$ cat config.mk
export PLATFORM = sky130hd
export DESIGN_NAME = fortran_statement_emitter_top
export DESIGN_NICKNAME = d
export VERILOG_FILES = /design/src/sv/fse_pkg.sv /design/src/sv/fse_ram.sv /design/src/sv/fse_datapath.sv /design/src/sv/fse_ctrl.sv /design/src/sv/fortran_statement_emitter_top.sv
export SDC_FILE = /design/constraint.sdc
export NUM_CORES = 1
export LEC_CHECK = 0
export BUFFER_PORTS_ARGS = -buffer_cell sky130_fd_sc_hd__buf_2
export CORE_ASPECT_RATIO = 0.5
export CORE_MARGIN = 2
export CORE_UTILIZATION = 50
export DETAILED_ROUTE_END_ITERATION = 16
export GPL_TIMING_DRIVEN = 0
export PLACE_DENSITY = 0.66
export SLEW_MARGIN = 20
export SYNTH_ARGS = -nofsm -noshare
export SYNTH_HDL_FRONTEND = slang
export SYNTH_SLANG_ARGS = --single-unit
$ cat constraint.sdc
create_clock -name clk -period 9.63 [get_ports clk]
set_clock_uncertainty 0.05 [all_clocks]
set_input_delay 0.963 -clock clk [delete_from_list [all_inputs] [get_ports clk]]
set_output_delay 0.963 -clock clk [all_outputs]
set_load 0.1 [all_outputs]
$ cat src/sv/fse_pkg.sv
`timescale 1ns / 1ps
package fse_pkg;

	localparam int STRING_MAX  = 48;
	localparam int LEN_W       = $clog2(STRING_MAX + 1);
	localparam int ADDR_W      = $clog2(STRING_MAX);
	localparam int MAX_RESULTS = 64;
	localparam int CNT_W       = $clog2(MAX_RESULTS + 1);
	localparam int LABEL_W     = 17;
	localparam int NUM_DIGITS  = 6;
	localparam int BCD_W       = 4 * NUM_DIGITS;
	localparam int NCNT_W      = $clog2(LABEL_W + 1);

	localparam logic [6:0] LAST_COL = 7'd71;
	localparam logic [3:0] MAX_CONT = 4'd8;

	localparam logic [1:0] CMD_CHAR = 2'd0;
	localparam logic [1:0] CMD_END  = 2'd1;
	localparam logic [1:0] CMD_CONT = 2'd2;
	localparam logic [1:0] CMD_GOTO = 2'd3;

	localparam logic [7:0] CH_NUL   = 8'h00;
	localparam logic [7:0] CH_TAB   = 8'h09;
	localparam logic [7:0] CH_NL    = 8'h0A;
	localparam logic [7:0] CH_SPACE = 8'h20;
	localparam logic [7:0] CH_NOT   = 8'h21;
	localparam logic [7:0] CH_DQ    = 8'h22;
	localparam logic [7:0] CH_AND   = 8'h26;
	localparam logic [7:0] CH_SQ    = 8'h27;
	localparam logic [7:0] CH_ZERO  = 8'h30;
	localparam logic [7:0] CH_LT    = 8'h3C;
	localparam logic [7:0] CH_EQ    = 8'h3D;
	localparam logic [7:0] CH_GT    = 8'h3E;
	localparam logic [7:0] CH_H     = 8'h68;
	localparam logic [7:0] CH_OR    = 8'h7C;
	localparam logic [7:0] CH_AMP   = 8'h26;

	typedef enum logic [2:0] {
		OP_NONE, OP_GT, OP_LT, OP_EQ, OP_NOT, OP_AND, OP_OR
	} op_t;

	typedef enum logic [3:0] {
		TXT_GT, TXT_GE, TXT_LT, TXT_LE, TXT_NE, TXT_EQ, TXT_EQSIGN,
		TXT_NOT, TXT_AND, TXT_OR, TXT_CONTINUE, TXT_GOTO
	} txt_t;

	typedef struct packed {
		logic [1:0]         cmd;
		logic [7:0]         ch;
		logic               last_in_chunk;
		logic [LABEL_W-1:0] label;
	} in_item_t;

	typedef struct packed {
		logic [7:0] out_char;
		logic       card_end;
		logic       string_overflow;
		logic       last;
	} out_item_t;

	typedef struct packed {
		logic       load;
		logic       put_req;
		logic [7:0] put_char;
		logic       from_ram;
		logic       card_end_req;
		logic       finish_req;
		logic       num_start;
		logic       num_sel_len;
		logic       num_shift;
		logic       str_wr;
		logic [7:0] str_data;
		logic       str_clear;
		logic       rd_clr;
		logic       rd_inc;
		logic       ovf;
	} dp_cmd_t;

	typedef struct packed {
		logic       put_done;
		logic       emit_ok;
		logic       num_busy;
		logic [3:0] digit;
		logic       col_lt7;
		logic       mod3_one;
		logic       label_nz;
		logic       str_full;
		logic       str_empty;
		logic       rd_last;
	} dp_sts_t;

	typedef struct packed {
		txt_t txt;
		logic paired;
	} settle_t;

	function automatic logic [63:0] text_word(txt_t id);
		case (id)
			TXT_GT:       return {".gt.", 32'h0};
			TXT_GE:       return {".ge.", 32'h0};
			TXT_LT:       return {".lt.", 32'h0};
			TXT_LE:       return {".le.", 32'h0};
			TXT_NE:       return {".ne.", 32'h0};
			TXT_EQ:       return {".eq.", 32'h0};
			TXT_EQSIGN:   return {"=", 56'h0};
			TXT_NOT:      return {".not.", 24'h0};
			TXT_AND:      return {".and.", 24'h0};
			TXT_OR:       return {".or.", 32'h0};
			TXT_CONTINUE: return "continue";
			TXT_GOTO:     return {"goto ", 24'h0};
			default:      return 64'h0;
		endcase
	endfunction

	function automatic logic [3:0] text_len(txt_t id);
		case (id)
			TXT_EQSIGN:                 return 4'd1;
			TXT_NOT, TXT_AND, TXT_GOTO: return 4'd5;
			TXT_CONTINUE:               return 4'd8;
			default:                    return 4'd4;
		endcase
	endfunction

	function automatic logic [7:0] text_char(txt_t id, logic [2:0] idx);
		logic [63:0] w;
		w = text_word(id);
		return w[{3'd7 - idx, 3'b000} +: 8];
	endfunction

	// Resolve a waiting operator against the next character, if any.
	function automatic settle_t settle_sel(op_t p, logic have, logic [7:0] nx);
		settle_t r;
		logic eq;
		eq = have && (nx == CH_EQ);
		r.paired = 1'b0;
		r.txt = TXT_GT;
		case (p)
			OP_GT: begin
				r.txt = eq ? TXT_GE : TXT_GT;
				r.paired = eq;
			end
			OP_LT: begin
				if (eq) begin
					r.txt = TXT_LE;
					r.paired = 1'b1;
				end else if (have && nx == CH_GT) begin
					r.txt = TXT_NE;
					r.paired = 1'b1;
				end else begin
					r.txt = TXT_LT;
				end
			end
			OP_EQ: begin
				r.txt = eq ? TXT_EQ : TXT_EQSIGN;
				r.paired = eq;
			end
			OP_NOT: begin
				r.txt = eq ? TXT_NE : TXT_NOT;
				r.paired = eq;
			end
			OP_AND: begin
				r.txt = TXT_AND;
				r.paired = have && nx == CH_AND;
			end
			OP_OR: begin
				r.txt = TXT_OR;
				r.paired = have && nx == CH_OR;
			end
			default: begin
				r.txt = TXT_GT;
				r.paired = 1'b0;
			end
		endcase
		return r;
	endfunction

endpackage

$ cat src/sv/fse_ram.sv
`timescale 1ns / 1ps
module fse_ram #(
	parameter int WIDTH = 8,
	parameter int DEPTH = 48
) (
	input  logic                     clk,
	input  logic                     we,
	input  logic [$clog2(DEPTH)-1:0] wr_addr,
	input  logic [WIDTH-1:0]         wr_data,
	input  logic [$clog2(DEPTH)-1:0] rd_addr,
	output logic [WIDTH-1:0]         rd_data
);
	logic [WIDTH-1:0] mem [DEPTH];

	always_ff @(posedge clk) begin
		if (we)
			mem[wr_addr] <= wr_data;
		rd_data <= mem[rd_addr];
	end
endmodule

$ cat src/sv/fse_datapath.sv
`timescale 1ns / 1ps
module fse_datapath (
	input  logic                            clk,
	input  logic                            arst_n,
	input  fse_pkg::dp_cmd_t                cmd,
	output fse_pkg::dp_sts_t                sts,
	input  logic [fse_pkg::LABEL_W-1:0]     label,
	input  logic                            cfg_we,
	input  logic [3:0]                      cfg_data,
	output logic                            out_valid,
	input  logic                            out_stall,
	output fse_pkg::out_item_t              out_item
);
	import fse_pkg::*;

	logic [3:0]         cfg_q;
	logic [3:0]         cc;
	logic [6:0]         col_q;
	logic [1:0]         m3_q;
	logic               pad_q;
	logic [LABEL_W-1:0] label_q;
	logic [LEN_W-1:0]   len_q;
	logic [ADDR_W-1:0]  rd_idx_q;
	logic [7:0]         rd_data;
	logic [LABEL_W-1:0] bin_q;
	logic [BCD_W-1:0]   bcd_q;
	logic [BCD_W-1:0]   bcd_adj;
	logic [NCNT_W-1:0]  ncnt_q;
	logic [CNT_W-1:0]   cnt_q;
	out_item_t          h_q;
	logic               h_vld_q;
	out_item_t          o_q;
	logic               o_vld_q;

	logic       o_free;
	logic       emit;
	logic [7:0] em_char;
	logic       em_end;
	logic       col_inc;
	logic       col_zero;
	logic       pad_set;
	logic       pad_clr;
	logic       put_done;
	logic [7:0] put_data;
	out_item_t  em_item;

	assign cc       = (cfg_q > MAX_CONT) ? MAX_CONT : cfg_q;
	assign o_free   = !o_vld_q || !out_stall;
	assign put_data = cmd.from_ram ? rd_data : cmd.put_char;

	fse_ram #(.WIDTH(8), .DEPTH(STRING_MAX)) u_buf (
		.clk     (clk),
		.we      (cmd.str_wr),
		.wr_addr (len_q[ADDR_W-1:0]),
		.wr_data (cmd.str_data),
		.rd_addr (rd_idx_q),
		.rd_data (rd_data)
	);

	// Card writer: continuation break, padding and mark ahead of the character, or a card end on request.
	always_comb begin
		emit     = 1'b0;
		em_char  = CH_NUL;
		em_end   = 1'b0;
		col_inc  = 1'b0;
		col_zero = 1'b0;
		pad_set  = 1'b0;
		pad_clr  = 1'b0;
		put_done = 1'b0;
		if (cmd.put_req && o_free) begin
			emit = 1'b1;
			if (pad_q) begin
				col_inc = 1'b1;
				if ({1'b0, col_q} + 8'd1 < {4'd0, cc}) begin
					em_char = CH_SPACE;
				end else begin
					em_char = CH_AMP;
					pad_clr = 1'b1;
				end
			end else if (col_q > LAST_COL) begin
				em_end   = 1'b1;
				col_zero = 1'b1;
				pad_set  = 1'b1;
			end else begin
				em_char  = put_data;
				col_inc  = 1'b1;
				put_done = 1'b1;
			end
		end else if (cmd.card_end_req && o_free) begin
			emit     = 1'b1;
			em_end   = 1'b1;
			col_zero = 1'b1;
		end
		em_item.out_char        = em_end ? CH_NUL : em_char;
		em_item.card_end        = em_end;
		em_item.string_overflow = cmd.ovf;
		em_item.last            = 1'b0;
	end

	always_comb begin
		for (int i = 0; i < NUM_DIGITS; i++) begin
			bcd_adj[4*i +: 4] = (bcd_q[4*i +: 4] >= 4'd5) ?
				bcd_q[4*i +: 4] + 4'd3 : bcd_q[4*i +: 4];
		end
	end

	always_ff @(posedge clk or negedge arst_n) begin
		if (!arst_n) begin
			cfg_q    <= '0;
			col_q    <= '0;
			m3_q     <= '0;
			pad_q    <= 1'b0;
			label_q  <= '0;
			len_q    <= '0;
			rd_idx_q <= '0;
			bin_q    <= '0;
			bcd_q    <= '0;
			ncnt_q   <= '0;
			cnt_q    <= '0;
			h_q      <= '0;
			h_vld_q  <= 1'b0;
			o_q      <= '0;
			o_vld_q  <= 1'b0;
		end else begin
			if (cfg_we)
				cfg_q <= cfg_data;
			if (cmd.load)
				label_q <= label;

			if (col_zero) begin
				col_q <= '0;
				m3_q  <= '0;
			end else if (col_inc) begin
				col_q <= col_q + 7'd1;
				m3_q  <= (m3_q == 2'd2) ? 2'd0 : m3_q + 2'd1;
			end
			if (pad_set)
				pad_q <= 1'b1;
			else if (pad_clr)
				pad_q <= 1'b0;

			if (cmd.str_clear)
				len_q <= '0;
			else if (cmd.str_wr)
				len_q <= len_q + 1'b1;
			if (cmd.rd_clr)
				rd_idx_q <= '0;
			else if (cmd.rd_inc)
				rd_idx_q <= rd_idx_q + 1'b1;

			// Binary to decimal, one bit per cycle, then one digit per shift.
			if (cmd.num_start) begin
				bin_q  <= cmd.num_sel_len ? LABEL_W'(len_q) : label_q;
				bcd_q  <= '0;
				ncnt_q <= NCNT_W'(LABEL_W);
			end else if (ncnt_q != '0) begin
				bcd_q  <= {bcd_adj[BCD_W-2:0], bin_q[LABEL_W-1]};
				bin_q  <= {bin_q[LABEL_W-2:0], 1'b0};
				ncnt_q <= ncnt_q - 1'b1;
			end else if (cmd.num_shift) begin
				bcd_q <= {bcd_q[BCD_W-5:0], 4'd0};
			end

			// One result held back so the final one can carry last.
			if (emit && cnt_q < CNT_W'(MAX_RESULTS)) begin
				if (h_vld_q) begin
					o_q     <= h_q;
					o_vld_q <= 1'b1;
				end else if (!out_stall) begin
					o_vld_q <= 1'b0;
				end
				h_q     <= em_item;
				h_vld_q <= 1'b1;
				cnt_q   <= cnt_q + 1'b1;
			end else if (cmd.finish_req && o_free) begin
				if (h_vld_q) begin
					o_q      <= h_q;
					o_q.last <= 1'b1;
					o_vld_q  <= 1'b1;
				end else if (!out_stall) begin
					o_vld_q <= 1'b0;
				end
				h_vld_q <= 1'b0;
				cnt_q   <= '0;
			end else if (o_vld_q && !out_stall) begin
				o_vld_q <= 1'b0;
			end
		end
	end

	assign out_valid = o_vld_q;
	assign out_item  = o_q;

	assign sts.put_done  = put_done;
	assign sts.emit_ok   = o_free;
	assign sts.num_busy  = (ncnt_q != '0);
	assign sts.digit     = bcd_q[BCD_W-1 -: 4];
	assign sts.col_lt7   = (col_q < 7'd7);
	assign sts.mod3_one  = (m3_q == 2'd1);
	assign sts.label_nz  = (label_q != '0);
	assign sts.str_full  = (len_q == LEN_W'(STRING_MAX));
	assign sts.str_empty = (len_q == '0);
	assign sts.rd_last   = (LEN_W'(rd_idx_q) + LEN_W'(1) == len_q);
endmodule

$ cat src/sv/fse_ctrl.sv
`timescale 1ns / 1ps
module fse_ctrl (
	input  logic                 clk,
	input  logic                 arst_n,
	input  logic                 accept,
	input  fse_pkg::in_item_t    in_item,
	output logic                 in_stall,
	output fse_pkg::dp_cmd_t     cmd,
	input  fse_pkg::dp_sts_t     sts
);
	import fse_pkg::*;

	typedef enum logic [4:0] {
		S_IDLE, S_DISPATCH, S_CHAR, S_LASTC, S_LFLUSH, S_PUT, S_TEXT,
		S_TAB1, S_TAB2, S_TAB3, S_NUM_WAIT, S_NUM_SKIP, S_NUM_PUT,
		S_FL_START, S_FL_H, S_STR_ADDR, S_STR_PUT, S_STR_END,
		S_CMD, S_CMD_BODY, S_C2_TAB, S_C2_TXT, S_C3_TXT, S_C3_NUM,
		S_CEND, S_FINISH
	} state_t;

	state_t     state_q;
	state_t     ret_q;
	state_t     put_ret_q;
	logic [1:0] cmd_q;
	logic [7:0] ch_q;
	logic       lastc_q;
	logic       ovf_q;
	op_t        pend_q;
	logic       in_str_q;
	logic       delim_q;
	logic       trunc_q;
	txt_t       txt_q;
	logic [2:0] tidx_q;
	logic [2:0] dig_q;
	logic [7:0] put_char_q;

	logic [7:0] delim_ch;
	logic       is_delim;
	logic       item_trunc;
	logic       will_flush;
	logic       text_end;
	settle_t    st_ch;
	settle_t    st_none;

	assign delim_ch   = delim_q ? CH_SQ : CH_DQ;
	assign is_delim   = (in_item.ch == delim_ch);
	assign item_trunc = trunc_q ||
		(sts.str_full && in_item.ch != CH_NUL && !is_delim);
	assign will_flush = in_str_q && in_item.cmd == CMD_CHAR &&
		(is_delim || in_item.last_in_chunk);
	assign text_end   = ({1'b0, tidx_q} + 4'd1 == text_len(txt_q));
	assign st_ch      = settle_sel(pend_q, 1'b1, ch_q);
	assign st_none    = settle_sel(pend_q, 1'b0, CH_NUL);
	assign in_stall   = (state_q != S_IDLE);

	always_comb begin
		cmd          = '0;
		cmd.load     = accept;
		cmd.ovf      = ovf_q;
		cmd.str_data = ch_q;
		unique case (state_q)
			S_DISPATCH: begin
				if (cmd_q == CMD_CHAR && ch_q != CH_NUL && in_str_q &&
						ch_q != delim_ch && !sts.str_full)
					cmd.str_wr = 1'b1;
			end
			S_CHAR: begin
				if (ch_q == CH_DQ || ch_q == CH_SQ)
					cmd.str_clear = 1'b1;
			end
			S_PUT: begin
				cmd.put_req  = 1'b1;
				cmd.put_char = put_char_q;
			end
			S_TEXT: begin
				cmd.put_req  = 1'b1;
				cmd.put_char = text_char(txt_q, tidx_q);
			end
			S_NUM_SKIP: begin
				if (dig_q > 3'd1 && sts.digit == 4'd0)
					cmd.num_shift = 1'b1;
			end
			S_NUM_PUT: begin
				cmd.put_req   = 1'b1;
				cmd.put_char  = CH_ZERO | {4'd0, sts.digit};
				cmd.num_shift = sts.put_done;
			end
			S_FL_START: begin
				cmd.num_start   = 1'b1;
				cmd.num_sel_len = 1'b1;
				cmd.rd_clr      = 1'b1;
			end
			S_FL_H: begin
				cmd.put_req  = 1'b1;
				cmd.put_char = CH_H;
			end
			S_STR_PUT: begin
				cmd.put_req  = 1'b1;
				cmd.from_ram = 1'b1;
				cmd.rd_inc   = sts.put_done && !sts.rd_last;
			end
			S_STR_END: cmd.str_clear = 1'b1;
			S_CMD_BODY: begin
				cmd.str_clear = 1'b1;
				cmd.num_start = (cmd_q == CMD_CONT) && sts.label_nz;
			end
			S_C3_NUM:   cmd.num_start    = 1'b1;
			S_CEND:     cmd.card_end_req = 1'b1;
			S_FINISH:   cmd.finish_req   = 1'b1;
			default: ;
		endcase
	end

	always_ff @(posedge clk or negedge arst_n) begin
		if (!arst_n) begin
			state_q    <= S_IDLE;
			ret_q      <= S_IDLE;
			put_ret_q  <= S_IDLE;
			cmd_q      <= CMD_CHAR;
			ch_q       <= '0;
			lastc_q    <= 1'b0;
			ovf_q      <= 1'b0;
			pend_q     <= OP_NONE;
			in_str_q   <= 1'b0;
			delim_q    <= 1'b0;
			trunc_q    <= 1'b0;
			txt_q      <= TXT_GT;
			tidx_q     <= '0;
			dig_q      <= '0;
			put_char_q <= '0;
		end else begin
			unique case (state_q)
				S_IDLE: begin
					if (accept) begin
						cmd_q   <= in_item.cmd;
						ch_q    <= in_item.ch;
						lastc_q <= in_item.last_in_chunk;
						ovf_q   <= will_flush && item_trunc;
						state_q <= S_DISPATCH;
					end
				end
				S_DISPATCH: begin
					if (cmd_q != CMD_CHAR) begin
						state_q <= S_CMD;
					end else if (ch_q == CH_NUL) begin
						state_q <= S_LASTC;
					end else if (in_str_q) begin
						if (ch_q == delim_ch) begin
							state_q <= S_FL_START;
						end else begin
							if (sts.str_full)
								trunc_q <= 1'b1;
							state_q <= S_LASTC;
						end
					end else if (pend_q != OP_NONE) begin
						txt_q   <= st_ch.txt;
						tidx_q  <= '0;
						pend_q  <= OP_NONE;
						ret_q   <= st_ch.paired ? S_LASTC : S_CHAR;
						state_q <= S_TEXT;
					end else begin
						state_q <= S_CHAR;
					end
				end
				S_CHAR: begin
					state_q <= S_LASTC;
					case (ch_q)
						CH_DQ, CH_SQ: begin
							in_str_q <= 1'b1;
							delim_q  <= (ch_q == CH_SQ);
							trunc_q  <= 1'b0;
						end
						CH_GT:  pend_q <= OP_GT;
						CH_LT:  pend_q <= OP_LT;
						CH_EQ:  pend_q <= OP_EQ;
						CH_NOT: pend_q <= OP_NOT;
						CH_AND: pend_q <= OP_AND;
						CH_OR:  pend_q <= OP_OR;
						CH_TAB: begin
							ret_q   <= S_LASTC;
							state_q <= S_TAB1;
						end
						CH_NL: begin
							put_char_q <= CH_SPACE;
							put_ret_q  <= S_LASTC;
							state_q    <= S_PUT;
						end
						default: begin
							put_char_q <= ch_q;
							put_ret_q  <= S_LASTC;
							state_q    <= S_PUT;
						end
					endcase
				end
				S_LASTC: begin
					if (!lastc_q) begin
						state_q <= S_FINISH;
					end else if (pend_q != OP_NONE) begin
						txt_q   <= st_none.txt;
						tidx_q  <= '0;
						pend_q  <= OP_NONE;
						ret_q   <= S_LFLUSH;
						state_q <= S_TEXT;
					end else begin
						state_q <= S_LFLUSH;
					end
				end
				S_LFLUSH: state_q <= in_str_q ? S_FL_START : S_FINISH;
				S_PUT: begin
					if (sts.put_done)
						state_q <= put_ret_q;
				end
				S_TEXT: begin
					if (sts.put_done) begin
						if (text_end)
							state_q <= ret_q;
						else
							tidx_q <= tidx_q + 3'd1;
					end
				end
				S_TAB1: begin
					put_char_q <= CH_SPACE;
					put_ret_q  <= S_TAB2;
					state_q    <= S_PUT;
				end
				S_TAB2: begin
					if (sts.col_lt7) begin
						put_ret_q <= S_TAB2;
						state_q   <= S_PUT;
					end else begin
						state_q <= S_TAB3;
					end
				end
				S_TAB3: begin
					if (!sts.mod3_one) begin
						put_ret_q <= S_TAB3;
						state_q   <= S_PUT;
					end else begin
						state_q <= ret_q;
					end
				end
				S_NUM_WAIT: begin
					if (!sts.num_busy) begin
						dig_q   <= 3'(NUM_DIGITS);
						state_q <= S_NUM_SKIP;
					end
				end
				S_NUM_SKIP: begin
					if (dig_q > 3'd1 && sts.digit == 4'd0)
						dig_q <= dig_q - 3'd1;
					else
						state_q <= S_NUM_PUT;
				end
				S_NUM_PUT: begin
					if (sts.put_done) begin
						dig_q <= dig_q - 3'd1;
						if (dig_q == 3'd1)
							state_q <= ret_q;
					end
				end
				S_FL_START: begin
					ret_q   <= S_FL_H;
					state_q <= S_NUM_WAIT;
				end
				S_FL_H: begin
					if (sts.put_done)
						state_q <= sts.str_empty ? S_STR_END : S_STR_ADDR;
				end
				S_STR_ADDR: state_q <= S_STR_PUT;
				S_STR_PUT: begin
					if (sts.put_done)
						state_q <= sts.rd_last ? S_STR_END : S_STR_ADDR;
				end
				S_STR_END: begin
					in_str_q <= 1'b0;
					trunc_q  <= 1'b0;
					state_q  <= S_FINISH;
				end
				S_CMD: begin
					if (pend_q != OP_NONE) begin
						txt_q   <= st_none.txt;
						tidx_q  <= '0;
						pend_q  <= OP_NONE;
						ret_q   <= S_CMD_BODY;
						state_q <= S_TEXT;
					end else begin
						state_q <= S_CMD_BODY;
					end
				end
				S_CMD_BODY: begin
					in_str_q <= 1'b0;
					trunc_q  <= 1'b0;
					unique case (cmd_q)
						CMD_CONT: begin
							if (sts.label_nz) begin
								ret_q   <= S_C2_TAB;
								state_q <= S_NUM_WAIT;
							end else begin
								state_q <= S_C2_TAB;
							end
						end
						CMD_GOTO: begin
							ret_q   <= S_C3_TXT;
							state_q <= S_TAB1;
						end
						default: state_q <= S_CEND;
					endcase
				end
				S_C2_TAB: begin
					ret_q   <= S_C2_TXT;
					state_q <= S_TAB1;
				end
				S_C2_TXT: begin
					txt_q   <= TXT_CONTINUE;
					tidx_q  <= '0;
					ret_q   <= S_CEND;
					state_q <= S_TEXT;
				end
				S_C3_TXT: begin
					txt_q   <= TXT_GOTO;
					tidx_q  <= '0;
					ret_q   <= S_C3_NUM;
					state_q <= S_TEXT;
				end
				S_C3_NUM: begin
					ret_q   <= S_CEND;
					state_q <= S_NUM_WAIT;
				end
				S_CEND: begin
					if (sts.emit_ok)
						state_q <= S_FINISH;
				end
				S_FINISH: begin
					if (sts.emit_ok)
						state_q <= S_IDLE;
				end
				default: state_q <= S_IDLE;
			endcase
		end
	end
endmodule

$ cat src/sv/fortran_statement_emitter_top.sv
`timescale 1ns / 1ps
// Sequence: an item is taken while the sequencer is idle, then dispatched, and each card character
//   is one put; each tab padding space is a put then a column check, a number is converted bit
//   by bit and its leading zeros skipped, and a buffered string character is an address then a put.
// Throughput: one item at a time; a result waits in a holding register until the next one or
//   the item end, and the next item is taken the cycle after the final result is registered.
// Reset: arst_n clears column, lexical state, string length and the output stage at once.
module fortran_statement_emitter_top (
	input  logic                clk,
	input  logic                arst_n,
	input  logic                in_valid,
	output logic                in_stall,
	input  fse_pkg::in_item_t   in_item,
	output logic                out_valid,
	input  logic                out_stall,
	output fse_pkg::out_item_t  out_item,
	input  logic                cfg_we,
	input  logic [3:0]          cfg_data
);
	import fse_pkg::*;

	dp_cmd_t dp_cmd;
	dp_sts_t dp_sts;
	logic    accept;

	// Take an item only while the sequencer is parked.
	assign accept = in_valid && !in_stall;

	// Sequencer: operator lookahead, string state, and the order of card text.
	fse_ctrl u_ctrl (
		.clk      (clk),
		.arst_n   (arst_n),
		.accept   (accept),
		.in_item  (in_item),
		.in_stall (in_stall),
		.cmd      (dp_cmd),
		.sts      (dp_sts)
	);

	// Card writer, decimal converter, string buffer and output stage.
	fse_datapath u_dp (
		.clk       (clk),
		.arst_n    (arst_n),
		.cmd       (dp_cmd),
		.sts       (dp_sts),
		.label     (in_item.label),
		.cfg_we    (cfg_we),
		.cfg_data  (cfg_data),
		.out_valid (out_valid),
		.out_stall (out_stall),
		.out_item  (out_item)
	);
endmodule
### Yosys cells after proc, flatten, opt, wreduce, memory -nomap -nowiden

Memory sizes are Yosys's and may differ from the RTL's. A register that Yosys moved wholly into a read port is not among the register bits.
Index checks and enable logic that the tools add are counted.

* output and inout port bits: 13
* bits in registers: 170
* word-level logic and storage cells: 404
* RAM bits: 384
* input port bits: 37
* memory bits (read-only): 752
* memories kept: 2

Memory list
* (name not given): words 16, bits a word 47, rd ports 1, clocked after Yosys merged registers in 0, write ports 0, line fse_pkg.sv:98 `case (id)`
* u_dp.u_buf.mem: words 48, bits a word 8, rd ports 1, clocked after Yosys merged registers in 1, write ports 1, line fse_ram.sv:13 `logic [WIDTH-1:0] mem [DEPTH];`

* mux-type cells: 168
* $add $sub $neg: 17
* magnitude comparators: 12
* shift-type cells: 1
* equality and inequality tests: 89
* reduce and logical (&&, ||, !) cells: 80

Operators with widths (count)
* 2-to-1 mux 5 bit: 37
* one-hot mux 5 bit (24 select lines): 1
* 2-to-1 mux 24 bit: 3
* 2-to-1 mux 64 bit: 1
* variable part select 64 x 7 -> 8 bit: 1
* 2-to-1 mux 3 bit: 20
* == test 8 x 6 -> 1 bit, second input constant: 7
* 2-to-1 mux 4 bit: 14
* 2-to-1 mux 17 bit: 3
* == test 5 bit, second input constant: 10
* 2-to-1 mux 1 bit: 45
* one-hot mux 5 bit (9 select lines): 1
* 2-to-1 mux 11 bit: 4
* == test 5 x 4 -> 1 bit, second input constant: 8
* 2-to-1 mux 8 bit: 5
* one-hot mux 4 bit (5 select lines): 2
* != test 2 x 1 -> 1 bit, second input constant: 18
* one-hot mux 8 bit (2 select lines): 2
* one-hot mux 8 bit (4 select lines): 1
* one-hot mux 5 bit (6 select lines): 1
* 2-to-1 mux 7 bit: 4
* greater-or-equal comparator 4 x 3 -> 1 bit, second input constant: 6
* 2-to-1 mux 6 bit: 4
* != test 2 bit, second input constant: 11
* other kinds (74): 158

### Longest topological paths before layout

Gate-level depths: netlist (run 1).

* depth after elaboration: 10
* gate-level depth with buffers: 11
* gate-level depth less buffers: 9

### Modules after synthesis

Synthesis (run 1) repeated with hierarchy kept, for this count alone.

* cells, all modules: 2001
* area, all modules: 26255.2 um^2

Modules (own cells, without submodules)
* fse_ram: seq. area each 11691.2 um^2, times used 1, area each 15334.7 um^2, cells each 790
* fse_datapath: seq. area each 2977.9 um^2, times used 1, area each 6277.3 um^2, cells each 610
* fse_ctrl: seq. area each 1226.2 um^2, times used 1, area each 4629.4 um^2, cells each 600
* fortran_statement_emitter_top: seq. area each 0.0 um^2, times used 1, area each 13.8 um^2, cells each 1

### Worst setup path after synthesis (run 1)

OpenSTA, ideal clock, no wires.

* kind: reg2reg
* from: register u_ctrl.ch_q[4]
* to: memory u_dp.u_buf.mem[46][0] (enable)
* arrival: 2.716 ns
* stages on the path, launching flop included: 8
* path slack: 6.494 ns
* period minus slack after synthesis: 3.136 ns
* library setup time: 0.370 ns
* required time: 9.210 ns
* buffers on the path: 1
* path through: dfrtp_1 -> clkbuf_1 -> or4_1 -> o2111ai_2 -> nor4b_4 -> and2_1 -> nand3_1 -> nor2_1

* longest elaborated chain between the ends: 9
* elaborated cells on any way between the ends: 10
* classes of those cells: 1 x eq/ne; 4 x mux; 5 x reduce/logical

RTL lines
* start, declared: line fse_ctrl.sv:25 `logic [7:0] ch_q;`
* start signal, assigned: line fse_ctrl.sv:136 `ch_q <= in_item.ch;`
* nonzero test 8 bit: line fse_ctrl.sv:63 `if (cmd_q == CMD_CHAR && ch_q != CH_NUL && in_str_q &&`
* logical AND 1 bit (2 in a row): line fse_ctrl.sv:63
* logical AND 1 bit *: line fse_ctrl.sv:63
* logical AND 1 bit *: line fse_ctrl.sv:64 `ch_q != delim_ch && !sts.str_full)`
* 2-to-1 mux 1 bit *: line fse_ctrl.sv:63
* 2-to-1 mux 1 bit *: line fse_ctrl.sv:61 `unique case (state_q)`
* 2-to-1 mux 1 bit *: line fse_ram.sv:16 `if (we)`
* 2-to-1 mux 1 bit (implied by the code) *: line fse_ram.sv:17 `mem[wr_addr] <= wr_data;`
* end, declared: line fse_ram.sv:13

Every way passes the cells marked *; elsewhere a longest branch is shown, timed or not.

### Worst setup path in the final report (run 1)

* from: register u_ctrl.ch_q[3]
* to: memory u_dp.u_buf.mem[46][3] (enable)

Same word-level chain as after synthesis.

==> summary.txt, run 1 <==
Worst hold path
  • Hold Crit Class: input port to asynchronous set/reset pin

Placement
  • Dpl hpwl: 42.9 mm
  • GP Congestion: between 0.9 and 1
  • Dpl cell area: 27,100 um2
  • Cells after DPL: 2,610
  • Dpl ws: 5.61 ns
  • IO Port Bufs: a little under 50

Synthesis
  • Ys flop type: edfxtp_1
  • Register area share after synthesis: 0.616
  • Largest cells by area after synthesis: edfxtp_1 45%, dfrtp_1 16%, mux4_2 10%
  • Async S/R FF share, synth: 0.300
  • Syn nets: 1,933
  • Post-synth EDFFs: 384
  • Flops & latches, synth: 560
  • Netlist cell types: 90
  • Top-count cell post-synth: edfxtp_1
  • Post-Syn Area per Cell: about 14 um2
  • Number of synthesis warnings: 0
  • Synth area leader: edfxtp_1
  • Netlist Area Pre-Place: between 20,000 and 30,000 um2
  • Syn Inst Count: between 1.5k and 2k
  • Most common library cells after synthesis: 384 x edfxtp_1, 168 x dfrtp_1, 158 x nand2_1, 150 x nor2_1, 120 x mux4_2
  • Synth top area share: 0.447

Die
  • Die area: 53,500 um2
  • CORE AREA: approximately 51,000 um2
  • Die width: approximately 330 um
  • Starting Density: 0.510
  • Row count: 58
  • Die Height: 165 um
  • # IOs: 50

Clocking
  • CTS-repair resized insts: 0
  • CTS tree: built
  • Clock-pin slew on the worst setup and hold paths: 0.07 ns
  • Post-CTS setup repair buffer count: 0
  • Htree depth: 2
  • Worst-skew pair later-pin latency: approximately 0.60 ns
  • Total CTS buffers: 49
  • Hold-fix buffers, CTS: 0
  • Clock Path Buffers: 3
  • Clk sinks: 560
  • CTS Root Cell: clkbuf_16

GRT
  • Number of global-route vias before repair: 15.9k
  • First-pass GRT wire length: roughly 96 mm
  • Overall routing resource usage: 0.236
  • Initial antenna violation count: 1
  • Largest net degree at the start of global routing: 89
  • Overflow after GRT: 0

Critical path
  • R2R setup slack: 5.55 ns
  • Worst Reg-to-Reg Cells: 7
  • Reg2reg end: u_dp.u_buf.mem[46][3]$_DFFE_PP_
  • WP data arrival: around 4.3 ns
  • Slowest stage delay, CP: 0.81 ns
  • Reg-to-Reg Start: u_ctrl.ch_q[3]$_DFFE_PN0P_
  • CP Max Fanout: 26
  • Critical Path RT: 9.80 ns
  • Kind of critical path: flip-flop to flip-flop
  • Max stage delay cell, worst path: nor2_1
  • Worst setup EP type: flip-flop
  • Startpoint types: flip-flop
  • CP Cell Sequence: clkbuf_1, or4_1, o2111ai_2, nor4b_4, and2_1, nand3_1, nor2_1

Cells and area
  • Layout Cell Area excl Fill: 28,700 um2
  • ANT cells: 0
  • Area grow syn2layout: 11.2%
  • Fraction of layout instances using a drive strength above 1: 0.193
  • Final #Nets: between 2k and 2.5k
  • Post-Layout Cell Count: 2,702

Drt
  • Via density: 6.07
  • 1st-iter DRT viols: 1,842
  • DRT antenna net count: 0
  • Drt first pass iters: 6
  • Routed wire length: ~63 mm
  • Wirelength per Cell: 23.2 um
  • Drt drc: 0
  • Vias: 16.4k

Power
  • Maximum VDD drop: 0.151 mV
  • Static Leak: 10.1 nW
  • Power Density: around 290 nW/um2

Outcome
  • Outcome: completed

Timing
  • Final worst path period share: 0.424
  • Rel. slew slack: 0.239
  • Hold_ws: 0.290 ns
  • Setup-failing EPs final: 0
  • Max Transition Viols Final: 0
  • RSZ-0062 raised after global routing: false
  • Final hold violation count: 0
  • Actual slew at the worst max-slew pin: 1.13 ns
  • Setup TNS: 0 ns
  • Minimum clock period: ~4.1 ns
  • Post-route setup slack: 5.55 ns
  • Max Fclk: 245 MHz

Job
  • Max cap viols: 0
layer usage:
layer / up-vias / track usage / share of wire
li1: 7353 / - / -
met1: 8335 / 0.342 / 0.45
met2: 614 / 0.374 / 0.46
met3: 91 / 0.0456 / 0.071
met4: 2 / 0.0482 / 0.017
met5: - / 0 / 0.00026
sequential cells by signal (all words and copies together), names as in the netlist, 3 cells and up:
name and count:
u_ctrl.dig_q 3, u_ctrl.state_q 5, u_ctrl.ret_q 5, u_dp.len_q 6
u_dp.label_q 17, u_dp.cnt_q 7, u_dp.bin_q 17, u_ctrl.txt_q 4
u_dp.bcd_q 24, u_ctrl.tidx_q 3, u_ctrl.put_ret_q 3, u_ctrl.pend_q 3
u_dp.ncnt_q 5, u_dp.u_buf.rd_data 8, u_dp.rd_idx_q 6, u_ctrl.ch_q 8
u_dp.cfg_q 4, u_ctrl.put_char_q 8, u_dp.col_q 7, u_dp.u_buf.mem 384
u_dp.h_q 10, u_dp.out_item 11
power breakdown:
| part | switching (mW) | internal (mW) | leakage (nW) |
|---|---|---|---|
| combinational | 1.72 | 1.15 | 3.63 |
| sequential | 0.357 | 3.09 | 5.67 |
| clock | 0.907 | 1.04 | 0.758 |
placed cells by master, fill, tap and decap left out, types with 48 or more instances in the layout:
cell,synthesis,routed
buf_2,35,83
clkbuf_16,0,49
mux4_2,120,120
edfxtp_1,384,384
nor2_1,150,150
dfrtp_1,168,160
a21oi_1,69,69
mux2_2,63,63
nand3_1,48,48
clkbuf_1,63,68
nand2_1,158,158
o21ai_0,111,111
through the flow:
stage                     power (mW)  utilization
after floorplan                 5.41            -
after global placement          6.24        0.532
after detailed placement        6.35        0.536
after CTS                       8.29        0.567
after global routing            8.71        0.567
final                           8.27        0.567
how the worst max path moves through the flow:
stage               slack [ns]                         endpoint                  startpoint  depth (start not counted)
floorplan                 6.49  u_dp.u_buf.mem[46][0]$_DFFE_PP_  u_ctrl.ch_q[4]$_DFFE_PN0P_                          7
global placement          4.73        u_dp.bcd_q[5]$_DFFE_PN0P_                      arst_n                          1
detailed placement        5.61  u_dp.u_buf.mem[30][6]$_DFFE_PP_  u_ctrl.ch_q[3]$_DFFE_PN0P_                          7
finish                    5.55  u_dp.u_buf.mem[46][3]$_DFFE_PP_  u_ctrl.ch_q[3]$_DFFE_PN0P_                          7
CTS                       5.59  u_dp.u_buf.mem[30][0]$_DFFE_PP_  u_ctrl.ch_q[3]$_DFFE_PN0P_                          7
global route              5.31  u_dp.u_buf.mem[30][7]$_DFFE_PP_  u_ctrl.ch_q[3]$_DFFE_PN0P_                          7
worst max-delay path: cells and delay by family, from the launching register on:
kind                   cells  cell delay, ns
DFF                        1            0.70
and+or+nand+nor            5            2.33
AOI/OAI and AO/OA          1            0.17
buffers and inverters      1            0.45
area by class of cell:
type / instances / area, um2
Inverter: 46 / 173
Multi-Input combinational cell: 1146 / 9260
Buffer: 110 / 468
Clock inverter: 36 / 295
Clock buffer: 56 / 1270
Sequential cell: 560 / 15900
Fill cell: 4094 / 21900
Timing Repair Buffer: 58 / 450
Tap cell: 690 / 863
cell families (layout without fill, tap and decap cells):
kind of cell	after synthesis	in the layout	share of synthesized area
muxes	216	216	0.145
xor gates and xnor gates	40	40	0.0136
adders and majority gates	34	34	0.0165
DFF	560	560	0.616
and+or+nand+nor	518	518	0.0985
AOI/OAI and AO/OA	338	338	0.0850
buffers and inverters	156	306	0.0248
Note: power is estimated with default switching activity, not from simulation.
==> inputs of run 2 (changes only) <==
PLACE_DENSITY = 0.68   (was 0.66)
clock period = 3.45 ns   (was 9.63 ns; I/O delays follow)
==> run 2 against run 1 <==
Against the previous run:
- sequential cell count unchanged
- power grew to 2.8 times the previous value
- combinational power grew to 2.8 times the previous value
- routed wire length up 2.1%
- critical path type unchanged
- critical path depth is 1 higher
- highest routed layer is now met4
- via count grew 1.9%
- clock-buffer cell count increased by 12
- sequential share of layout area decreased by 2.1 points
- first-iteration DRC count is 0.54% higher
- largest power group unchanged
==> summary.txt, run 2 (synthesis results as in run 1) <==
Drt
  • Drt first pass iters: 6 (unchanged)
  • Via density: 6.07 (about the same)
  • DRT antenna net count: 0 (unchanged)
  • Wirelength per Cell: 23.2 um (+0.23%)
  • 1st-iter DRT viols: 1,852 (+0.54%)
  • Vias: 16.7k (+1.9%)
  • Routed wire length: 64.0 mm (+2.1%)
  • Drt drc: 0 (unchanged)

Clocking
  • Total CTS buffers: 50 (+2.0%)
  • Worst-skew pair later-pin latency: 0.60 ns (about the same)
  • Clock-pin slew on the worst setup and hold paths: 0.07 ns (about the same)
  • Htree depth: 2 (unchanged)
  • CTS Root Cell: clkbuf_16
  • Clk sinks: 560 (unchanged)
  • CTS tree: built
  • Clock Path Buffers: 3 (unchanged)

GRT
  • First-pass GRT wire length: 97.5 mm (+1.5%)
  • Largest net degree at the start of global routing: 92 (+3.4%)
  • Overflow after GRT: 0 (unchanged)
  • Initial antenna violation count: 1 (unchanged)
  • Number of global-route vias before repair: 16.2k (+1.9%)
  • Overall routing resource usage: 0.238 (+0.00234)
  • Busiest layer in global routing: met2
  • GRT met3 Usage: 0.0396 (-0.00601)
  • Met1 usage: 0.348 (+0.00626)
  • GR Util met2: 0.374 (-0.000485)

Critical path
  • Slowest stage delay, CP: 0.59 ns (-0.22 ns)
  • Startpoint types: flip-flop
  • Critical path's top delay family: simple AND/OR/NAND/NOR gates
  • Worst setup EP type: flip-flop
  • WP data arrival: 3.61 ns (-0.64 ns)
  • Max stage delay cell, worst path: dfrtp_4
  • CP startpoint: u_ctrl.ch_q[2]$_DFFE_PN0P_
  • Critical Path RT: 3.64 ns (-6.16 ns)
  • Kind of critical path: flip-flop to flip-flop
  • CP Max Fanout: 30 (+15%)
  • Reg-to-Reg Start: u_ctrl.ch_q[2]$_DFFE_PN0P_
  • CP Cell Sequence: buf_12, buf_2, and3_1, o2111a_1, nor4b_4, and2_4, nand3_4, nor2_2
  • CP bufs+invs: 2 (+1)

Power
  • Clock share of power: 0.248 (+0.013)
  • Maximum VDD drop: 0.422 mV (+180%)
  • Static Leak: 10.4 nW (+3.4%)
  • P_int: 15.2 mW (+190%)
  • Switching power share of the total: 0.357 (-0.00379)
  • Sw power: 8.42 mW (+180%)
  • Total power: 23.6 mW (+180%)
  • Power Density: 791 nW/um2 (+170%)
  • Register share of total power: 0.411 (-0.006)
  • Comb pwr share: 0.341 (-0.007)

Timing
  • Minimum clock period: 3.41 ns (-0.670 ns)
  • RSZ-0062 raised after global routing: true
  • Final worst path period share: 0.989 (+0.565)
  • Rel. slew slack: 0.255 (+0.0156)
  • Setup-failing EPs final: 0 (unchanged)
  • Actual slew at the worst max-slew pin: 1.11 ns (-0.0233 ns)
  • Max Transition Viols Final: 0 (unchanged)
  • Final hold violation count: 0 (unchanged)
  • Max Fclk: 293 MHz (+20%)

Die
  • Row count: 58 (unchanged)
  • Die area: 53,500 um2 (unchanged)
  • Die Height: 165 um (unchanged)
  • # IOs: 50 (unchanged)
  • Starting Density: 0.510 (unchanged)
  • Die width: 325 um (unchanged)
  • CORE AREA: 50,600 um2 (unchanged)

Placement
  • Dpl hpwl: 43.0 mm (+0.19%)
  • GP Congestion: 0.968 (+2.0%)
  • Dpl cell area: 27,100 um2 (unchanged)
  • IO Port Bufs: 49 (unchanged)

Cells and area
  • Max FFs per register: 384 (unchanged)
  • Fraction of layout instances using a drive strength above 1: 0.224 (+0.0312)
  • Final #Nets: 2,092 (+2.4%)
  • Layout Cell Area excl Fill: 29,800 um2 (+3.9%)
  • Biggest register: u_dp.u_buf.mem
  • Biggest registers after layout: u_dp.u_buf.mem: 384 flops, u_dp.bcd_q: 24 flops
  • Most common cell after layout, fill and taps aside: edfxtp_1
  • Area grow syn2layout: 15.6%
  • Commonest cells after routing, fill and taps aside: 384 x edfxtp_1, 160 x dfrtp_1, 152 x nand2_1

Outcome
  • Outcome: completed

Worst hold path
  • Hold Crit Class: input port to flip-flop
  • Hold path start: out_stall

Job
  • Max cap viols: 0 (unchanged)
[run 2: path summary, 6_finish.rpt]
kind	end	slack, ns	depth (start not counted)
worst min register to register	u_dp.m3_q[0]$_DFFE_PN0P_	0.43	1
worst max register to register	u_dp.u_buf.mem[7][0]$_DFFE_PP_	0.04	8
max in group asynchronous	u_ctrl.ch_q[2]$_DFFE_PN0P_	2.17	3
worst max-delay path	u_dp.u_buf.mem[7][0]$_DFFE_PP_	0.04	8
min in group asynchronous	u_ctrl.txt_q[2]$_DFFE_PN0P_	0.26	2
worst min-delay path	u_dp.out_valid$_DFFE_PN0P_	0.02	3
[run 2: power groups by stage]
stage	combinational (mW)	clock, mW	sequential [mW]
after global routing	8.76	6.19	9.81
after CTS	8.00	5.91	9.64
final	8.03	5.86	9.68
after floorplan	5.23	0	9.86
after detailed placement	7.94	0	9.76
after global placement	7.15	0	10.2
[run 2: per-stage QoR]
step	TNS [ns]	util	setup slack (ns)	hold WS, ns	instances
global route	-2.18	0.589	-0.0796	0.0250	2753
CTS	-7.24	0.583	-0.107	0.00444	2737
finish	0	0.589	0.0366	0.0204	2753
floorplan	0	-	0.314	-0.000591	1862
global placement	-556.10	0.532	-1.31	0.416	2601
detailed placement	-128.25	0.536	-0.643	0.317	2610
[run 2: timing repair]
item,CTS,global route
hold buffers,35,0
gates resized for setup,85,19
buffers inserted,0,16
endpoints found under the setup margin,384,350
pin swaps,0,16
hold endpoints to repair,110,0
[run 2: worst min-delay path, stage by stage]
cell     delay (ns)
buf_2          0.08
nand2_1        0.12
nand2_1        0.09
[run 2: final cells by class]
| type | count | area, um2 |
|---|---|---|
| Inverter | 46 | 173 |
| Clock buffer | 68 | 1370 |
| Timing Repair Buffer | 109 | 1070 |
| Multi-Input combinational cell | 1146 | 9620 |
| Tap cell | 690 | 863 |
| Clock inverter | 25 | 333 |
| Fill cell | 3882 | 20800 |
| Buffer | 108 | 460 |
| Antenna cell | 1 | 2.50 |
| Sequential cell | 560 | 15900 |
[run 2: metal layers]
metal  vias up  wire length [um]
met2       680             29500
met1      8468             28100
met3       113              4950
li1       7452                 -
met5         -                 0
met4         0              1450
==> inputs of run 3 (changes only) <==
RECOVER_POWER = 100   (was not set)
==> run 3 against run 2 <==
Against the previous run:
- register-to-register slack barely moved
- routed wire length down 0.16%
- first-iteration DRC count stayed put
- the flow now finishes with violations (capacitance limit, slew limit)
- clock-buffer cell count did not move
- critical endpoint unchanged
- cell count unchanged
- via count is 0.16% higher
- cell area about the same
- sequential power about the same
- sequential share of layout area hardly changed
- worst setup slack better by 0.0081 ns
==> summary.txt, run 3 (synthesis results as in run 1) <==
Critical path
  • Max stage delay cell, worst path: dfrtp_4
  • WP data arrival: 3.60 ns (about the same)
  • Worst setup EP type: flip-flop
  • R2R setup slack: 0.04 ns (about the same)
  • Startpoint types: flip-flop
  • Reg-to-Reg Start: u_ctrl.ch_q[2]$_DFFE_PN0P_
  • Critical path's top delay family: simple AND/OR/NAND/NOR gates
  • Critical Path RT: 3.64 ns (about the same)
  • CP bufs+invs: 2 (unchanged)
  • Kind of critical path: flip-flop to flip-flop
  • Slowest stage delay, CP: 0.59 ns (about the same)
  • CP Cell Sequence: buf_12, buf_2, and3_1, o2111a_1, nor4b_4, and2_4, nand3_4, nor2_2
  • Worst Reg-to-Reg Cells: 8 (unchanged)
  • CP Max Fanout: 30 (unchanged)
  • Reg2reg end: u_dp.u_buf.mem[7][0]$_DFFE_PP_

Outcome
  • Failing checks: capacitance limit, slew limit
  • Outcome: complete, but fails checks

GRT
  • Number of global-route vias before repair: 16.2k (unchanged)
  • Overflow after GRT: 0 (unchanged)
  • Overall routing resource usage: 0.238 (unchanged)
  • First-pass GRT wire length: 97.5 mm (unchanged)
  • Initial antenna violation count: 1 (unchanged)
  • Largest net degree at the start of global routing: 92 (unchanged)

Drt
  • Wirelength per Cell: 23.2 um (-0.16%)
  • 1st-iter DRT viols: 1,852 (unchanged)
  • Via density: 6.08 (+0.16%)
  • Routed wire length: 63.9 mm (-0.16%)
  • DRT antenna net count: 0 (unchanged)
  • Vias: 16.7k (+0.16%)
  • Drt first pass iters: 6 (unchanged)
  • Drt drc: 0 (unchanged)

Job
  • Max cap viols: 1 (+1)

Timing
  • Final worst path period share: 0.987 (-0.00236)
  • Minimum clock period: 3.41 ns (-0.00813 ns)
  • Hold_ws: 0.0210 ns (+0.000641 ns)
  • Final hold violation count: 0 (unchanged)
  • Rel. slew slack: -0.356 (-0.611)
  • Max Transition Viols Final: 78 (+78)
  • RSZ-0062 raised after global routing: true
  • Actual slew at the worst max-slew pin: 2.03 ns (+0.926 ns)
  • Setup-failing EPs final: 0 (unchanged)
  • Max Fclk: 294 MHz (+0.24%)

Worst hold path
  • Hold path start: out_stall
  • Hold Crit Class: input port to flip-flop
  • Hold depth: 3 (unchanged)
  • Worst hold endpoint: u_dp.out_valid$_DFFE_PN0P_

Die
  • Row count: 58 (unchanged)
  • # IOs: 50 (unchanged)
  • CORE AREA: 50,600 um2 (unchanged)
  • Die area: 53,500 um2 (unchanged)
  • Die width: 325 um (unchanged)
  • Starting Density: 0.510 (unchanged)
  • Die Height: 165 um (unchanged)

Cells and area
  • Max FFs per register: 384 (unchanged)
  • Layout Cell Area excl Fill: 29,800 um2 (about the same)
  • Fraction of layout instances using a drive strength above 1: 0.223 (-0.000970)
  • Biggest register: u_dp.u_buf.mem
  • Fillers: 3,885 (+0.077%)
  • Biggest registers after layout: u_dp.u_buf.mem: 384 flops, u_dp.bcd_q: 24 flops
  • Most common cell after layout, fill and taps aside: edfxtp_1
  • Commonest cells after routing, fill and taps aside: 384 x edfxtp_1, 162 x dfrtp_1, 152 x nand2_1
  • Final #Nets: 2,092 (unchanged)
  • Final core occ: 0.589 (about the same)
  • Area grow syn2layout: 15.5% (about the same)

Placement
  • GP Congestion: 0.968 (unchanged)
  • Dpl hpwl: 43.0 mm (unchanged)
  • Dpl cell area: 27,100 um2 (unchanged)
  • IO Port Bufs: 49 (unchanged)

Clocking
  • Clk sinks: 560 (unchanged)
  • CTS tree: built
  • Worst-skew pair later-pin latency: 0.60 ns (about the same)
  • Htree depth: 2 (unchanged)
  • Clock-pin slew on the worst setup and hold paths: 0.07 ns (about the same)
  • Clock Path Buffers: 3 (unchanged)
  • Total CTS buffers: 50 (unchanged)
  • CTS Root Cell: clkbuf_16

Power
  • Power Density: 790 nW/um2 (about the same)
  • Static Leak: 10.4 nW (about the same)
  • Maximum VDD drop: 0.422 mV (about the same)
run 3: metal layers:
layer / track usage / vias to the layer above / wire length (um)
met5: 0 / - / 0
li1: - / 7462 / -
met4: 0.0625 / 0 / 1620
met2: 0.374 / 678 / 29300
met3: 0.0396 / 146 / 4760
met1: 0.348 / 8454 / 28200
run 3: report_power, final:
group | total (mW) | switching, mW | internal, mW | leakage [nW]
logic | 8.03 | 4.79 | 3.24 | 3.91
registers | 9.68 | 1.04 | 8.64 | 5.68
clock network | 5.85 | 2.57 | 3.28 | 0.827
total | 23.6 | 8.40 | 15.2 | 10.4
run 3: timing repair:
| action | CTS | global route |
|---|---|---|
| hold endpoints to repair | 110 | 0 |
| hold buffers | 35 | 0 |
| buffers inserted | 0 | 16 |
| endpoints found under the setup margin | 384 | 350 |
| resized for setup | 85 | 19 |
| pin swaps | 0 | 16 |
run 3: how the worst max path moves through the flow:
stage | from | to | slack [ns] | cells past startpoint
after floorplan | u_ctrl.ch_q[4]$_DFFE_PN0P_ | u_dp.u_buf.mem[46][0]$_DFFE_PP_ | 0.31 | 7
after global placement | u_ctrl.ch_q[3]$_DFFE_PN0P_ | u_dp.u_buf.mem[22][6]$_DFFE_PP_ | -1.31 | 7
after detailed placement | u_ctrl.ch_q[4]$_DFFE_PN0P_ | u_dp.u_buf.mem[38][2]$_DFFE_PP_ | -0.64 | 7
after CTS | u_ctrl.ch_q[2]$_DFFE_PN0P_ | u_dp.u_buf.mem[45][1]$_DFFE_PP_ | -0.11 | 8
after global routing | u_ctrl.ch_q[2]$_DFFE_PN0P_ | u_dp.u_buf.mem[7][0]$_DFFE_PP_ | -0.08 | 8
final | u_ctrl.ch_q[2]$_DFFE_PN0P_ | u_dp.u_buf.mem[7][0]$_DFFE_PP_ | 0.04 | 8
run 3: per-stage QoR:
stage	setup slack [ns]	setup TNS [ns]	std cells	power, mW
6_report	0.0447	0	2753	23.6
5_1_grt	-0.0796	-2.18	2753	24.7
2_1_floorplan	0.314	0	1862	15.1
3_3_place_gp	-1.31	-556.10	2601	17.4
3_5_place_dp	-0.643	-128.25	2610	17.7
4_1_cts	-0.107	-7.24	2737	23.6
run 3: layout make-up:
cell class,count,area (um2),area share
diodes,1,2.50,0.0000840
plain buffers,108,460,0.0155
clock buffers,68,1370,0.0461
clock inverters,25,333,0.0112
inverters,46,173,0.00579
multi-input cells,1146,9620,0.323
flip-flops and latches,560,15900,0.534
well taps,690,863,0.0290
repair buffers,109,1060,0.0356
run 3: worst min-delay path: stages:
cell and delay, ns:
buf_2 0.08, nand2_1 0.12, nand2_1 0.09
